## src/design/apsp_pkg.sv

```systemverilog
// Package for the all-pairs shortest path block: item structs, codes and
// the microcode program. No dependencies.
package apsp_pkg;

	localparam int OUT_DIST_W = 48;

	typedef enum logic [1:0] {
		KIND_WRITE   = 2'd0,
		KIND_COMPUTE = 2'd1,
		KIND_READ    = 2'd2,
		KIND_NONE    = 2'd3
	} kind_t;

	// register index, taken from paddr[2]
	localparam logic REG_NODE_COUNT = 1'b0;
	localparam logic [4:0] NODE_COUNT_RESET = 5'd16;

	typedef struct packed {
		logic [1:0]         kind;
		logic [3:0]         row;
		logic [3:0]         col;
		logic signed [31:0] edge_weight;
		logic               no_edge;
	} in_item_t;

	typedef struct packed {
		logic [3:0]                    out_row;
		logic [3:0]                    out_col;
		logic signed [OUT_DIST_W-1:0]  distance;
		logic                          unreachable;
		logic                          done_res;
	} out_item_t;

	// port 0 read address source
	typedef enum logic [1:0] {
		RSEL_HOST = 2'd0,
		RSEL_IK   = 2'd1,
		RSEL_IJ   = 2'd2
	} rsel_t;

	typedef enum logic [1:0] {
		WR_NONE  = 2'd0,
		WR_DIAG  = 2'd1,
		WR_RELAX = 2'd2
	} wr_t;

	typedef enum logic [1:0] {
		CNT_HOLD = 2'd0,
		CNT_DIAG = 2'd1,
		CNT_NEST = 2'd2
	} cnt_t;

	typedef enum logic [1:0] {
		JMP_GOTO  = 2'd0,
		JMP_START = 2'd1,
		JMP_DIAG  = 2'd2,
		JMP_NEST  = 2'd3
	} jmp_t;

	localparam int UPC_W = 3;
	localparam logic [UPC_W-1:0] UPC_IDLE = 3'd0;
	localparam logic [UPC_W-1:0] UPC_DIAG = 3'd1;
	localparam logic [UPC_W-1:0] UPC_RD_A = 3'd2;
	localparam logic [UPC_W-1:0] UPC_RD_B = 3'd3;
	localparam logic [UPC_W-1:0] UPC_UPD  = 3'd4;
	localparam logic [UPC_W-1:0] UPC_DONE = 3'd5;

	typedef struct packed {
		rsel_t            rsel;
		logic             cand_ld;
		wr_t              wr;
		cnt_t             cnt;
		jmp_t             jmp;
		logic [UPC_W-1:0] target;
		logic             emit;
	} uc_word_t;

	// datapath controls handed from the sequencer to the top level
	typedef struct packed {
		rsel_t rsel;
		logic  cand_ld;
		wr_t   wr;
		logic  emit;
	} apsp_ctrl_t;

	function automatic uc_word_t uc_rom(input logic [UPC_W-1:0] upc);
		uc_word_t w;
		w = '{RSEL_HOST, 1'b0, WR_NONE, CNT_HOLD, JMP_GOTO, UPC_IDLE, 1'b0};
		unique case (upc)
			UPC_IDLE: w = '{RSEL_HOST, 1'b0, WR_NONE,  CNT_HOLD, JMP_START, UPC_DIAG, 1'b0};
			UPC_DIAG: w = '{RSEL_HOST, 1'b0, WR_DIAG,  CNT_DIAG, JMP_DIAG,  UPC_RD_A, 1'b0};
			UPC_RD_A: w = '{RSEL_IK,   1'b0, WR_NONE,  CNT_HOLD, JMP_GOTO,  UPC_RD_B, 1'b0};
			UPC_RD_B: w = '{RSEL_IJ,   1'b1, WR_NONE,  CNT_HOLD, JMP_GOTO,  UPC_UPD,  1'b0};
			UPC_UPD:  w = '{RSEL_HOST, 1'b0, WR_RELAX, CNT_NEST, JMP_NEST,  UPC_RD_A, 1'b0};
			UPC_DONE: w = '{RSEL_HOST, 1'b0, WR_NONE,  CNT_HOLD, JMP_GOTO,  UPC_IDLE, 1'b1};
			default:  w = '{RSEL_HOST, 1'b0, WR_NONE,  CNT_HOLD, JMP_GOTO,  UPC_IDLE, 1'b0};
		endcase
		return w;
	endfunction

endpackage

```

## src/design/apsp_seq.sv

```systemverilog
// Microcoded sequencer: step counter, control ROM and the k/i/j counters.
// Depends on apsp_pkg.
module apsp_seq import apsp_pkg::*; #(
	parameter int IDX_W = 4
) (
	input  logic             clk,
	input  logic             arst_n,
	input  logic             go,
	input  logic [IDX_W-1:0] last_idx,
	output apsp_ctrl_t       ctrl,
	output logic             busy,
	output logic [IDX_W-1:0] idx_i,
	output logic [IDX_W-1:0] idx_j,
	output logic [IDX_W-1:0] idx_k
);

	logic [UPC_W-1:0] upc_q;
	logic [IDX_W-1:0] i_q, j_q, k_q;
	uc_word_t         w;
	logic             i_last, j_last, k_last;

	assign w      = uc_rom(upc_q);
	assign i_last = (i_q == last_idx);
	assign j_last = (j_q == last_idx);
	assign k_last = (k_q == last_idx);

	assign ctrl  = '{w.rsel, w.cand_ld, w.wr, w.emit};
	assign busy  = (upc_q != UPC_IDLE);
	assign idx_i = i_q;
	assign idx_j = j_q;
	assign idx_k = k_q;

	always_ff @(posedge clk or negedge arst_n) begin
		if (!arst_n) begin
			upc_q <= UPC_IDLE;
		end else begin
			unique case (w.jmp)
				JMP_GOTO:  upc_q <= w.target;
				JMP_START: upc_q <= go ? w.target : upc_q;
				JMP_DIAG:  upc_q <= i_last ? w.target : upc_q;
				JMP_NEST:  upc_q <= (i_last && j_last && k_last) ? upc_q + UPC_W'(1) : w.target;
				default:   upc_q <= UPC_IDLE;
			endcase
		end
	end

	always_ff @(posedge clk or negedge arst_n) begin
		if (!arst_n) begin
			i_q <= '0;
			j_q <= '0;
			k_q <= '0;
		end else if (go && !busy) begin
			i_q <= '0;
			j_q <= '0;
			k_q <= '0;
		end else begin
			unique case (w.cnt)
				CNT_HOLD: ;
				CNT_DIAG: i_q <= i_last ? '0 : i_q + IDX_W'(1);
				CNT_NEST: begin
					// j innermost, then i, then k
					if (j_last) begin
						j_q <= '0;
						if (i_last) begin
							i_q <= '0;
							k_q <= k_q + IDX_W'(1);
						end else begin
							i_q <= i_q + IDX_W'(1);
						end
					end else begin
						j_q <= j_q + IDX_W'(1);
					end
				end
				default: ;
			endcase
		end
	end

endmodule

```

## config.mk

```make
export PLATFORM = sky130hd
export DESIGN_NAME = apsp_seq
export DESIGN_NICKNAME = d
export VERILOG_FILES = /design/src/design/apsp_pkg.sv /design/src/design/apsp_seq.sv
export SDC_FILE = /design/constraint.sdc
export NUM_CORES = 1
export LEC_CHECK = 0
export BUFFER_PORTS_ARGS = -buffer_cell sky130_fd_sc_hd__buf_2
export CAP_MARGIN = 20
export CORE_AREA = 2 2 49 51
export DETAILED_ROUTE_END_ITERATION = 8
export DIE_AREA = 0 0 51 53
export PLACE_DENSITY = 0.83
export SLEW_MARGIN = 20
export SYNTH_ARGS = -nofsm -noshare
export SYNTH_HDL_FRONTEND = slang
export SYNTH_SLANG_ARGS = --single-unit
```

## constraint.sdc

```tcl
create_clock -name clk -period 2.29 [get_ports clk]
set_input_delay 0.1145 -clock clk [delete_from_list [all_inputs] [get_ports clk]]
set_output_delay 0.1145 -clock clk [all_outputs]
set_load 0.05 [all_outputs]
```

==> results.sh, run 1 <==
export IMPL_r2r_start="upc_q[0]$_DFFE_PN0P_"
export IMPL_wl_per_cell_um=12.6
export IMPL_r2r_slack_ps=270
export IMPL_grt_max_degree=16
export IMPL_cts_setup_buffers=0
export IMPL_io_pins=26
export IMPL_grt_pass1_vias=882
export IMPL_num_vias=905
export IMPL_grt_util_all_layers_pct=19.5
export IMPL_holdWs_ps=251
export IMPL_insertedDiodeCount=0
export IMPL_synth_cells=118
export IMPL_drtIter0Drc=18
export IMPL_cts_buffer_depth=2
export IMPL_ys_async_sr_fraction_pct=100
export IMPL_cts_hold_buf=1
export IMPL_clkSlewWorstSetupHoldPaths_ps=80
export IMPL_crit_arrival_ps=2240
export IMPL_timing_rr_end="upc_q[2]$_DFFE_PN0P_"
export IMPL_drtAntennaViolNets=0
export IMPL_die_w_um=51
export IMPL_tns_ps=0
export IMPL_worst_pin_slew_ps=508
export IMPL_path_max_fanout=5
export IMPL_cts_root_buf="clkbuf_4"
export IMPL_syn_avg_cell_area_um2=9.12
export IMPL_outcome="completed"
export IMPL_io_buffers=25
export IMPL_synthDistinctLibCells=34
export IMPL_synth_top_cell_area_share_pct=34.9
export IMPL_rsz0062_at_grt="no"
export IMPL_yosysSeqAreaShare_pct=34.9
export IMPL_n_fill_cell=179
export IMPL_fin_nets=162
export IMPL_drive_gt1_share_pct=27.4
export IMPL_cts_tree="built"
export IMPL_ctsResizeCount=0
export IMPL_skew_ps=1.55
export IMPL_area_delta_synth_final_pct=17.9
export IMPL_clkSinkCount=15
export IMPL_wirelength_um=2200
export IMPL_grt_pass1_wl_um=3890
export IMPL_period_needed_ps=2020
export IMPL_die_area_um2=2700
export IMPL_synth_edf_count=0
export IMPL_setup_viol=0
export IMPL_viasPerCell=5.20
export IMPL_hpwl_um=1800
export IMPL_ys_ff_latch=15
export IMPL_min_path_type="in -> async"
export IMPL_synth_fp_nets=133
export IMPL_yosysWarnings=0
export IMPL_post_route_period_util_pct=88.0
export IMPL_core_rowCount=17
export IMPL_grt_antenna_before_repair=0
export IMPL_fmax_mhz=496
export IMPL_synthTopCellsByArea="dfrtp_1 35%, ha_1 9.3%, xnor2_1 9.0%, xnor2_2 6.0%, nand2_1 5.2%"
export IMPL_h_tree_depth=1
export IMPL_ir_drop_uv=770
export IMPL_grt_ovfl_total=0
export IMPL_drv_slew=0
export IMPL_hold_viol=0
export IMPL_max_cap_violations=0
export IMPL_place_congestion=0.913
export IMPL_max_slew_margin_pct=65.8
export IMPL_power_density_nw_per_um2=1250
export IMPL_insertion_delay_ps=280
export IMPL_drc_errors=0
export IMPL_synth_common_cells="15 x dfrtp_1, 15 x nand2_1, 11 x xnor2_1"
export IMPL_synth_largest_area_cell="dfrtp_1"
export IMPL_cp_end_kind="flop"
export IMPL_synth_cell_area_um2=1080
export IMPL_die_h_um=53
export IMPL_initial_utilization_pct=50.1
export IMPL_required_ps=2510
export IMPL_critical_path_class="reg -> reg"
export IMPL_synthFlopType="dfrtp_1"
export IMPL_startpoint_type="flop"
export IMPL_core_region_area_um2=2150
export IMPL_p_leak_nw=0.614
export IMPL_reg2reg_depth=8
export IMPL_crit_start="upc_q[0]$_DFFE_PN0P_"
export IMPL_drt_pass1_iter_count=4
export IMPL_cts_inserted_buffers=3
## critical path, cell delays in order (launching register included)
cell        delay (ps)
dfrtp_1            420
inv_1              110
ha_1               170
nand2_1            160
clkinvlp_4         150
o2111ai_1          120
or4_4              460
or2_0              230
a21oi_2            130
## worst max path at each step
stage / to / cells past startpoint
2_1_floorplan: upc_q[2]$_DFFE_PN0P_ / 9
3_3_place_gp: upc_q[2]$_DFFE_PN0P_ / 8
5_1_grt: upc_q[2]$_DFFE_PN0P_ / 8
3_5_place_dp: upc_q[2]$_DFFE_PN0P_ / 8
4_1_cts: upc_q[2]$_DFFE_PN0P_ / 8
6_report: upc_q[2]$_DFFE_PN0P_ / 8
## cells in the final DEF, fill, tap and decap left out, drive strengths merged, types with 3 or more instances in the layout
cell and instances:
dfrtp 15, a21oi 3, buf 26, clkbuf 3
nand2 15, ha 8, nand3 6, o21ai 10
inv 7, xnor2 15, nor2 9
## routing by layer
metal | up-vias | global-route usage (%) | routed length [µm]
met2 | 18 | 32.5 | 1080
met4 | 0 | 8.56 | 31
met5 | - | 0 | 0
met3 | 4 | 5.37 | 68
met1 | 421 | 23.5 | 1020
li1 | 462 | - | -
## per-stage QoR
stage | worst slack [ps] | cells | total power, W | instance area (µm²) | utilization (%)
floorplan | 116 | 118 | 0.00122 | 1080 | -
global placement | 376 | 169 | 0.00141 | 1230 | 57.3
detailed placement | 300 | 169 | 0.00144 | 1230 | 57.3
CTS | 280 | 174 | 0.00159 | 1270 | 59.1
global route | 128 | 174 | 0.00172 | 1270 | 59.1
finish | 275 | 174 | 0.00159 | 1270 | 59.1
## sequential cells by signal, indices dropped and copies added, names as in the netlist
signal / cells
idx_i: 4
idx_k: 4
upc_q: 3
idx_j: 4
## where the power goes
part	internal [W]	leakage [nW]	switching (W)
registers	0.000334	0.196	0.0000933
clock network	0.0000650	0.0177	0.0000828
logic	0.000316	0.401	0.000698
total	0.000714	0.614	0.000874
## area by class of cell
type / count / area (µm²) / area share [%]
multi-input cells: 92 / 654 / 51.6
flip-flops and latches: 15 / 375 / 29.6
repair buffers: 27 / 143 / 11.2
well taps: 28 / 35.0 / 2.76
inverters: 8 / 33.8 / 2.66
clock buffers: 3 / 22.5 / 1.78
clock inverters: 1 / 5.00 / 0.394
## logic make-up after synthesis
family,synth area share (%)
buffers and inverters,4.30
multiplexers,0.930
AO/OA/AOI/OAI,13.4
XOR/XNOR,15.8
flip-flops,34.9
adder cells (fa/ha/maj),9.30
AND/OR/NAND/NOR,21.4
No activity file was read; power rests on OpenSTA's default activity.
==> run 2: changes to the inputs <==
Settings changed: CORE_AREA 2 2 49 51 to 2 2 47 53, DIE_AREA 0 0 51 53 to 0 0 49 55, RECOVER_POWER set to 25.
==> run 2 against run 1 <==
Net effect:
- combinational power about the same
- final cell count increased by 1.1%
- die area decreased by 0.30%
- sequential cell count unchanged
- highest routed layer unchanged
- fmax increased by 1.6%
- largest cell class unchanged
- worst hold slack improved by 33 ps
- critical path depth unchanged
- register-to-register slack improved by 30 ps
- routed wire length increased by 2.0%
- via count increased by 0.77%
==> results.sh, run 2 (same netlist as run 1, synthesis figures left out) <==
export IMPL_outcome="completed"
export IMPL_hold_viol=0
export IMPL_num_vias=912
export IMPL_skew_ps=5.84
export IMPL_drtIter0Drc=8
export IMPL_fin_ws_ps=307
export IMPL_wirelength_um=2240
export IMPL_wl_met3_um=81
export IMPL_worst_pin_slew_ps=829
export IMPL_dpl_worst_slack_ps=308
export IMPL_ir_drop_uv=690
export IMPL_ctsResizeCount=0
export IMPL_grt_pass1_vias=881
export IMPL_period_needed_ps=1980
export IMPL_layout_common_cells="24 x buf_2, 15 x nand2_1, 15 x dfrtp_1"
export IMPL_clkSinkCount=15
export IMPL_cts_hold_buf=1
export IMPL_die_w_um=49
export IMPL_drive_gt1_share_pct=26.0
export IMPL_path_max_fanout=5
export IMPL_core_region_area_um2=2180
export IMPL_met1_length_um=1030
export IMPL_required_ps=2490
export IMPL_cts_buffer_depth=2
export IMPL_n_fill_cell=204
export IMPL_whs_path_depth=3
export IMPL_io_pins=26
export IMPL_top_layer="met4"
export IMPL_cts_root_buf="clkbuf_4"
export IMPL_wl_met2_um=1120
export IMPL_grt_util_all_layers_pct=18.2
export IMPL_drt_pass1_iter_count=4
export IMPL_min_path_type="in -> reg"
export IMPL_critical_path_class="reg -> reg"
export IMPL_hpwl_um=1840
export IMPL_core_rowCount=18
export IMPL_final_core_util_pct=58.1
export IMPL_cp_end_kind="flop"
export IMPL_drv_slew=0
export IMPL_max_slew_margin_pct=44.7
export IMPL_drc_errors=0
export IMPL_grt_ovfl_total=0
export IMPL_place_congestion=0.827
export IMPL_grt_antenna_before_repair=0
export IMPL_io_buffers=25
export IMPL_tns_ps=0
export IMPL_grt_pass1_wl_um=3730
export IMPL_initial_utilization_pct=49.3
export IMPL_area_delta_synth_final_pct=17.9
export IMPL_die_h_um=55
export IMPL_cts_inserted_buffers=3
export IMPL_rsz0062_at_grt="no"
export IMPL_p_leak_nw=0.608
export IMPL_totalPowerFinal_w=0.00158
export IMPL_clkSlewWorstSetupHoldPaths_ps=80
export IMPL_wl_per_cell_um=12.7
export IMPL_grt_max_degree=16
export IMPL_crit_arrival_ps=2190
export IMPL_setup_viol=0
export IMPL_cts_setup_buffers=0
export IMPL_startpoint_type="flop"
export IMPL_h_tree_depth=1
export IMPL_fin_nets=162
export IMPL_power_density_nw_per_um2=1250
export IMPL_post_route_period_util_pct=86.6
export IMPL_layout_commonest_cell="buf_2"
export IMPL_insertion_delay_ps=270
export IMPL_cts_tree="built"
export IMPL_die_area_um2=2700
export IMPL_drtAntennaViolNets=0
export IMPL_max_cap_violations=0
export IMPL_viasPerCell=5.18
export IMPL_reg2reg_depth=8
export IMPL_fmax_mhz=504
export IMPL_insertedDiodeCount=0
[run 2: changes by cell type in the layout (fill, tap and decap cells not counted), sizes merged]
| cell | change |
|---|---|
| clkbuf | +2 |
| buf | -1 |
| clkinv | -1 |
[run 2: worst paths after layout]
kind	start	endpoint	slack, ps
max	upc_q[0]$_DFFE_PN0P_	upc_q[2]$_DFFE_PN0P_	310
min	go	idx_k[2]$_DFFE_PN0P_	280
max reg2reg	upc_q[0]$_DFFE_PN0P_	upc_q[2]$_DFFE_PN0P_	310
min reg2reg	upc_q[1]$_DFFE_PN0P_	upc_q[1]$_DFFE_PN0P_	590
max in group asynchronous	arst_n	idx_i[0]$_DFFE_PN0P_	1330
min in group asynchronous	arst_n	idx_j[2]$_DFFE_PN0P_	440
[run 2: worst max-delay path, stage by stage, from the launching register on]
cell        delay [ps]
dfrtp_1            420
inv_1              110
ha_1               170
nand2_1            150
clkinvlp_4         140
o2111ai_1          120
or4_4              450
or2_0              230
a21oi_2            130
[run 2: area by class of cell]
cell class,instances,area (µm²),area share (%)
clock buffers,4,26.3,2.07
inverters,8,33.8,2.66
repair buffers,27,141,11.1
flip-flops and latches,15,375,29.6
multi-input cells,92,654,51.6
well taps,30,37.5,2.96
[run 2: report_power, final]
group / internal, W / switching [W]
combinational: 0.000316 / 0.000693
clock: 0.0000675 / 0.0000746
sequential: 0.000334 / 0.0000981
total: 0.000717 / 0.000866
[run 2: layer usage]
layer  up-vias  GRT usage, %
met5         -             0
met4         0          9.05
met3         2          1.61
met2        21          34.2
met1       430          21.6
li1        459             -
[run 2: per-stage QoR]
stage | cells | instance area, µm² | hold slack (ps)
final | 176 | 1270 | 284
after global routing | 176 | 1270 | 295
after CTS | 176 | 1270 | 264
after detailed placement | 171 | 1230 | 40.1
after global placement | 171 | 1230 | 36.5
after floorplan | 118 | 1080 | -181
